## config.mk

```make
export PLATFORM = sky130hd
export DESIGN_NAME = armed_multichannel_pulse_firing
export DESIGN_NICKNAME = d
export VERILOG_FILES = /design/src/sv/ampf_pkg.sv /design/src/sv/armed_multichannel_pulse_firing.sv
export SDC_FILE = /design/constraint.sdc
export NUM_CORES = 1
export LEC_CHECK = 0
export BUFFER_PORTS_ARGS = -buffer_cell sky130_fd_sc_hd__buf_2
export CAP_MARGIN = 10
export CORE_MARGIN = 2
export CORE_UTILIZATION = 40
export DETAILED_ROUTE_END_ITERATION = 8
export GPL_ROUTABILITY_DRIVEN = 1
export MAX_ROUTING_LAYER = met4
export PLACE_DENSITY = 0.57
export SLEW_MARGIN = 20
export SYNTH_ARGS = -nofsm -noshare
export SYNTH_HDL_FRONTEND = slang
export SYNTH_SLANG_ARGS = --single-unit
```

## constraint.sdc

```tcl
create_clock -name clk_i -period 5 [get_ports clk_i]
set_clock_uncertainty 0.2 [all_clocks]
set_input_delay 0.75 -clock clk_i [delete_from_list [all_inputs] [get_ports clk_i]]
set_output_delay 0.75 -clock clk_i [all_outputs]
set_load 0.005 [all_outputs]
```

## src/sv/ampf_pkg.sv

```systemverilog
// ampf_pkg: shared constants and command codes for the pulse firing block
// no dependencies
package ampf_pkg;

  localparam int unsigned TotalPins       = 32;
  localparam int unsigned PinsPerExpander = 16;
  localparam int unsigned ShownPins       = (TotalPins < 32) ? TotalPins : 32;

  localparam int unsigned PinW   = 32;  // width of the pin bitmap
  localparam int unsigned CueW   = 6;   // cue number, counted from 1
  localparam int unsigned CntW   = 6;   // holds a cue count up to 32
  localparam int unsigned IdxW   = 5;   // countdown memory address
  localparam int unsigned TickW  = 16;  // countdown and on-time width
  localparam int unsigned CmdW   = 3;
  localparam int unsigned CfgW   = 16;  // widest configuration register
  localparam int unsigned CfgIdxW = 1;

  localparam logic [CntW-1:0]  ShownCnt     = CntW'(ShownPins);
  localparam logic [CntW-1:0]  UsableReset  = 6'd32;
  localparam logic [TickW-1:0] OnTimeReset  = 16'd1000;

  typedef enum logic [CmdW-1:0] {
    CMD_TICK       = 3'd0,
    CMD_TRIGGER    = 3'd1,
    CMD_SET_SPARE  = 3'd2,
    CMD_ARM        = 3'd3,
    CMD_BEGIN_TEST = 3'd4,
    CMD_TEST       = 3'd5,
    CMD_END_TEST   = 3'd6
  } cmd_e;

  typedef enum logic [CfgIdxW-1:0] {
    REG_USABLE_CUES = 1'b0,
    REG_ON_TIME     = 1'b1
  } cfg_reg_e;

endpackage

```

## src/sv/armed_multichannel_pulse_firing.sv

```systemverilog
// armed_multichannel_pulse_firing: top level of the multi-channel one-shot firing block
// depends on ampf_pkg; holds the command sequencer and the countdown memory
//
// Each input item is one command (tick, trigger, set spare, arm, begin test, test,
// end test) and yields exactly one result item holding the pin bitmap, the accepted
// flag, the armed flag and the test relay flag as they stand after the command.
// Trigger, set spare, arm, the test commands and unknown codes finish in the cycle
// they are accepted. A tick walks the per-cue countdowns one entry per cycle through
// a single decrement unit fed by a countdown memory with registered read, and then
// hands the result over once the result register is free. Input stall is high
// while a tick walk runs and while the result register is full and stalled.
// Countdowns start at zero after reset through one valid bit per entry; no
// clearing pass is needed.
module armed_multichannel_pulse_firing (
  input  logic                        clk_i,
  input  logic                        rst_ni,
  // configuration write port
  input  logic                        cfg_we_i,
  input  logic [ampf_pkg::CfgIdxW-1:0] cfg_idx_i,
  input  logic [ampf_pkg::CfgW-1:0]   cfg_data_i,
  // command items
  input  logic                        in_valid_i,
  output logic                        in_stall_o,
  input  logic [ampf_pkg::CmdW-1:0]   cmd_i,
  input  logic [ampf_pkg::CueW-1:0]   cue_i,
  input  logic                        level_i,
  // result items
  output logic                        out_valid_o,
  input  logic                        out_stall_i,
  output logic [ampf_pkg::PinW-1:0]   pin_levels_o,
  output logic                        accepted_o,
  output logic                        armed_o,
  output logic                        test_relay_on_o
);
  import ampf_pkg::*;

  typedef enum logic [1:0] {
    ST_IDLE,
    ST_TICK,
    ST_OUT
  } state_e;

  // sequencer and block state
  state_e            state_q, state_d;
  logic [CntW-1:0]   usable_q, usable_d;
  logic [TickW-1:0]  on_time_q, on_time_d;
  logic [PinW-1:0]   pin_q, pin_d;
  logic              arm_q, arm_d;
  logic              test_q, test_d;
  logic              relay_q, relay_d;

  // tick walk: issue index, entry in process, registered read data
  logic [CntW-1:0]   idx_q, idx_d;
  logic              pv_q, pv_d;
  logic [IdxW-1:0]   pidx_q, pidx_d;
  logic [TickW-1:0]  rd_q;
  logic              rd_vld_q;

  // countdown memory, with one valid bit per entry standing for reset to zero
  logic [TickW-1:0]  cnt_mem [ShownPins];
  logic [ShownPins-1:0] vld_q, vld_d;
  logic              mem_we;
  logic [IdxW-1:0]   mem_wa;
  logic [TickW-1:0]  mem_wd;
  logic              rd_en;
  logic [IdxW-1:0]   rd_addr;

  // result register
  logic              out_valid_q, out_valid_d;
  logic [PinW-1:0]   out_pins_q, out_pins_d;
  logic              out_acc_q, out_acc_d;
  logic              out_arm_q, out_arm_d;
  logic              out_relay_q, out_relay_d;

  logic              out_free;
  logic              accept;
  logic [CntW-1:0]   live;
  logic [PinW-1:0]   live_mask;
  logic [CntW-1:0]   cue_m1;
  logic              cue_live;
  logic              cue_spare;
  logic              acc;
  logic [TickW-1:0]  cur;
  logic [TickW-1:0]  nxt;

  // effective cue count, capped at the pins shown
  assign live = (usable_q > ShownCnt) ? ShownCnt : usable_q;

  always_comb begin
    for (int b = 0; b < PinW; b++) begin
      live_mask[b] = (CntW'(b) < live);
    end
  end

  assign cue_m1    = cue_i - CntW'(1);
  assign cue_live  = (cue_i != '0) && (cue_i <= live);
  assign cue_spare = (cue_i > live) && (cue_i <= ShownCnt);

  assign out_free   = !out_valid_q || !out_stall_i;
  assign in_stall_o = !((state_q == ST_IDLE) && out_free);
  assign accept     = in_valid_i && !in_stall_o;

  // shared decrement unit, saturating at zero
  assign cur = rd_vld_q ? rd_q : '0;
  assign nxt = (cur != '0) ? (cur - TickW'(1)) : '0;

  always_comb begin
    state_d     = state_q;
    usable_d    = usable_q;
    on_time_d   = on_time_q;
    pin_d       = pin_q;
    arm_d       = arm_q;
    test_d      = test_q;
    relay_d     = relay_q;
    idx_d       = idx_q;
    pv_d        = 1'b0;
    pidx_d      = pidx_q;
    vld_d       = vld_q;
    mem_we      = 1'b0;
    mem_wa      = '0;
    mem_wd      = '0;
    rd_en       = 1'b0;
    rd_addr     = idx_q[IdxW-1:0];
    out_valid_d = out_valid_q && out_stall_i;
    out_pins_d  = out_pins_q;
    out_acc_d   = out_acc_q;
    out_arm_d   = out_arm_q;
    out_relay_d = out_relay_q;
    acc         = 1'b0;

    // configuration is to be written only while idle; the block itself does not enforce this
    if (cfg_we_i) begin
      unique case (cfg_reg_e'(cfg_idx_i))
        REG_USABLE_CUES: usable_d  = cfg_data_i[CntW-1:0];
        REG_ON_TIME:     on_time_d = cfg_data_i[TickW-1:0];
        default: ;
      endcase
    end

    unique case (state_q)
      ST_IDLE: begin
        if (accept) begin
          case (cmd_i)
            CMD_TICK: begin
              idx_d   = '0;
              state_d = ST_TICK;
            end
            CMD_TRIGGER: begin
              if (arm_q && cue_live) begin
                pin_d[cue_m1[IdxW-1:0]] = 1'b1;
                mem_we = 1'b1;
                mem_wa = cue_m1[IdxW-1:0];
                mem_wd = on_time_q;
                vld_d[cue_m1[IdxW-1:0]] = 1'b1;
                acc = 1'b1;
              end
            end
            CMD_SET_SPARE: begin
              if (cue_spare) begin
                pin_d[cue_m1[IdxW-1:0]] = level_i;
                acc = 1'b1;
              end
            end
            CMD_ARM: arm_d = level_i;
            CMD_BEGIN_TEST: begin
              relay_d = 1'b1;
              test_d  = 1'b1;
              arm_d   = 1'b0;
            end
            CMD_TEST: begin
              if (test_q) begin
                if (cue_live) begin
                  pin_d[cue_m1[IdxW-1:0]] = level_i;
                end
                acc = 1'b1;
              end
            end
            CMD_END_TEST: begin
              pin_d   = pin_q & ~live_mask;
              arm_d   = 1'b0;
              test_d  = 1'b0;
              relay_d = 1'b0;
            end
            default: ;
          endcase
          // commands other than tick load the result right away
          if (cmd_e'(cmd_i) != CMD_TICK) begin
            out_valid_d = 1'b1;
            out_pins_d  = pin_d;
            out_acc_d   = acc;
            out_arm_d   = arm_d;
            out_relay_d = relay_d;
          end
        end
      end
      ST_TICK: begin
        // issue the next read
        if (idx_q < live) begin
          rd_en  = 1'b1;
          pv_d   = 1'b1;
          pidx_d = idx_q[IdxW-1:0];
          idx_d  = idx_q + CntW'(1);
        end
        // decrement and write back the entry read last cycle
        if (pv_q) begin
          mem_we        = 1'b1;
          mem_wa        = pidx_q;
          mem_wd        = nxt;
          vld_d[pidx_q] = 1'b1;
          if (nxt == '0) begin
            pin_d[pidx_q] = 1'b0;
          end
        end
        if (!(idx_q < live) && !pv_q) begin
          state_d = ST_OUT;
        end
      end
      ST_OUT: begin
        if (out_free) begin
          out_valid_d = 1'b1;
          out_pins_d  = pin_q;
          out_acc_d   = 1'b0;
          out_arm_d   = arm_q;
          out_relay_d = relay_q;
          state_d     = ST_IDLE;
        end
      end
      default: state_d = ST_IDLE;
    endcase
  end

  always_ff @(posedge clk_i or negedge rst_ni) begin
    if (!rst_ni) begin
      state_q     <= ST_IDLE;
      usable_q    <= UsableReset;
      on_time_q   <= OnTimeReset;
      pin_q       <= '0;
      arm_q       <= 1'b0;
      test_q      <= 1'b0;
      relay_q     <= 1'b0;
      idx_q       <= '0;
      pv_q        <= 1'b0;
      pidx_q      <= '0;
      vld_q       <= '0;
      rd_vld_q    <= 1'b0;
      out_valid_q <= 1'b0;
      out_pins_q  <= '0;
      out_acc_q   <= 1'b0;
      out_arm_q   <= 1'b0;
      out_relay_q <= 1'b0;
    end else begin
      state_q     <= state_d;
      usable_q    <= usable_d;
      on_time_q   <= on_time_d;
      pin_q       <= pin_d;
      arm_q       <= arm_d;
      test_q      <= test_d;
      relay_q     <= relay_d;
      idx_q       <= idx_d;
      pv_q        <= pv_d;
      pidx_q      <= pidx_d;
      vld_q       <= vld_d;
      if (rd_en) begin
        rd_vld_q <= vld_q[rd_addr];
      end
      out_valid_q <= out_valid_d;
      out_pins_q  <= out_pins_d;
      out_acc_q   <= out_acc_d;
      out_arm_q   <= out_arm_d;
      out_relay_q <= out_relay_d;
    end
  end

  // countdown memory: one write and one registered read per cycle
  always_ff @(posedge clk_i) begin
    if (mem_we) begin
      cnt_mem[mem_wa] <= mem_wd;
    end
    if (rd_en) begin
      rd_q <= cnt_mem[rd_addr];
    end
  end

  assign out_valid_o     = out_valid_q;
  assign pin_levels_o    = out_pins_q;
  assign accepted_o      = out_acc_q;
  assign armed_o         = out_arm_q;
  assign test_relay_on_o = out_relay_q;

endmodule
```

==> results.toml <==
[sta]
fin_crit_sh = 0.874
finalWorstSetupSlack_ns = 0.631
setup_tns_ns = 0
fin_crit_ns = 4.37
hold_viol = 0
worst_pin_slew_ns = 1.28
fmax_ghz = 0.229
relSlewSlack = 0.146
rsz0062_at_grt = "no"
finalMaxSlewViolations = 0
setup_viol = 0

[finish]
layout_common_cells = "528 x edfxtp_1, 170 x mux4_2, 150 x nand2_1"
area_growth_syn_to_layout_pct = 15.5
fin_nets = 2021
drive_gt1_frac = 0.274
final_common_cell = "edfxtp_1"

[synthesis]
synthesis.nets = 1911
synth_cells = 1861
syn_area_um2 = 29100
ys_ff_latch = 668
synth_edf_count = 528
synth.yosys.seq_area_share = 0.666
synth_area_leaders = "edfxtp_1 55%, mux4_2 13%, dfrtp_1 11%, nand2_1 1.9%, o21ai_0 1.7%"
synthFlopType = "edfxtp_1"
synthArstFlopShare = 0.210
avgSynthCellArea_um2 = 15.6
synthDistinctLibCells = 77
yosysTopAreaCell = "edfxtp_1"
synth_warnings = 0
synth.top_cell.area_share = 0.545

[route]
wl_mm = 84.1
firstDrtPassIters = 5
wl_per_cell_um = 28.2
first_iter_violations = 2192
drc = 0
vias_per_cell = 5.93
vias = 17700
ant_nets = 0

[clock_network]
cts.clk_slew.worst_paths_ns = 0.06
cts_buffers = 72
clkSinkCount = 668
cts.hold.buffers_added = 1
ctsRootBufferMaster = "clkbuf_16"
cts_tree = "done"
postCtsSetupBuffers = 0
cts_resized = 0
clk_latency_ns = 0.63
h-tree-depth = 3
clock_path_buffers = 3

[critical_path]
reg2reg_slack_ns = 0.63
crit_required_ns = 5.04
start_kind = "register"
r2r_cells = 11
worstSetupPathType = "reg2reg"
critPathArrivalTime_ns = 4.41
r2r-end = "cnt_mem[26][8]"
end_kind = "register"
cp_max_fo = 16
reg2reg_from = "usable_q[1]"

[placement]
pre_cts_ws_ns = 0.543
place_congestion = 0.940
port_buffers = 68
dp_hpwl_mm = 56.4

[hold_path]
hold_start = "cfg_data_i[12]"
hold_depth = 2
min_delay_worst_endpoint = "on_time_q[12]"
hp-class = "in2reg"

[job]
cap_viol_max_count = 0

[floorplan]
die_w_um = 274
start_util = 0.405
ios = 69
die_area_um2 = 74800
die_y_um = 274
rows = 98
core-area_um2 = 71700

[outcome]
status = "finished, final reports clean"

[power]
cellPowerDensity_nw_per_um2 = 497
vdd_drop_max_mv = 0.318
p_leak_nw = 11.1
finalPower_w = 0.0167

[global_routing]
grt_antenna_before_repair = 1
grt_max_degree = 74
grt_pass1_wl_mm = 124
grt_overflow = 0
grt_pass1_vias = 17400
grt_use_total = 0.234
power breakdown:
group | internal, W | leakage [nW] | total, W | switching, W
logic | 0.00182 | 3.73 | 0.00445 | 0.00263
registers | 0.00636 | 6.22 | 0.00682 | 0.000461
clock network | 0.00317 | 1.16 | 0.00543 | 0.00226
total | 0.0113 | 11.1 | 0.0167 | 0.00535
how the worst max path moves through the flow:
| stage | endpoint | depth (start not counted) | startpoint |
|---|---|---|---|
| 2_1_floorplan | cnt_mem[0][8] | 11 | usable_q[5] |
| 3_3_place_gp | cnt_mem[26][12] | 10 | cue_i[3] |
| 3_5_place_dp | cnt_mem[26][5] | 10 | cue_i[3] |
| 4_1_cts | cnt_mem[26][6] | 11 | usable_q[1] |
| 5_1_grt | cnt_mem[26][8] | 11 | usable_q[1] |
| 6_report | cnt_mem[26][8] | 11 | usable_q[1] |
Yosys cell counts, types with 30 or more instances:
cell / number
a21oi_1: 72
a31oi_1: 30
clkbuf_1: 87
dfrtp_1: 133
edfxtp_1: 528
mux2_2: 43
mux4_2: 170
nand2_1: 150
nand3_1: 41
nor2_1: 118
o21ai_0: 97
o21bai_1: 34
per-layer routing:
| metal | global-route usage | routed length (um) | vias to the layer above |
|---|---|---|---|
| li1 | - | - | 7602 |
| met1 | 0.318 | 35400 | 9258 |
| met2 | 0.371 | 40900 | 685 |
| met3 | 0.0311 | 5180 | 147 |
| met4 | 0.0686 | 2560 | 0 |
| met5 | - | 0 | - |
state kept, by name, indices dropped and copies added, names as in the netlist:
name             count
cnt_mem            512
pin_levels_o        32
pin_q               32
vld_q               32
on_time_q           16
rd_q                16
idx_q                6
usable_q             6
pidx_q               5
state_q              2
accepted_o           1
arm_q                1
armed_o              1
out_valid_o          1
pv_q                 1
rd_vld_q             1
relay_q              1
test_q               1
test_relay_on_o      1
final cells by class:
cell class | instances | area [um2]
repair buffers | 160 | 1180
fillers | 6152 | 38200
flip-flops and latches | 668 | 19400
inverters | 20 | 75.1
clock inverters | 43 | 483
multi-input cells | 1049 | 9340
clock buffers | 89 | 1920
diodes | 3 | 7.51
well taps | 950 | 1190
critical path: stages (launching register included):
cell	delay, ns
dfrtp_1	0.51
nor2b_1	0.32
inv_1	0.16
ha_1	0.31
nor2b_1	0.13
o21bai_1	0.16
a31oi_1	0.22
nor3_1	0.29
nand2_1	0.24
o21ai_0	0.24
a31oi_1	0.34
nor2_2	0.86
cells by family after synthesis:
| logic type | Yosys count | share of synthesized area |
|---|---|---|
| DFF | 668 | 0.666 |
| and+or+nand+nor | 424 | 0.0677 |
| AOI/OAI and AO/OA | 380 | 0.0859 |
| muxes | 216 | 0.149 |
| buffers and inverters | 144 | 0.0198 |
| adders and majority gates | 18 | 0.00775 |
| xor gates and xnor gates | 11 | 0.00331 |
metrics by stage:
| step | hold WS (ns) | area [um2] | std cells | utilization |
|---|---|---|---|---|
| floorplan | 0.238 | 29100 | 1861 | - |
| global placement | 0.254 | 31100 | 2846 | 0.434 |
| detailed placement | 0.257 | 31100 | 2846 | 0.434 |
| CTS | 0.141 | 33600 | 2979 | 0.468 |
| global route | 0.154 | 33600 | 2980 | 0.468 |
| finish | 0.172 | 33600 | 2982 | 0.468 |
Note: power is estimated with default switching activity, not from simulation.
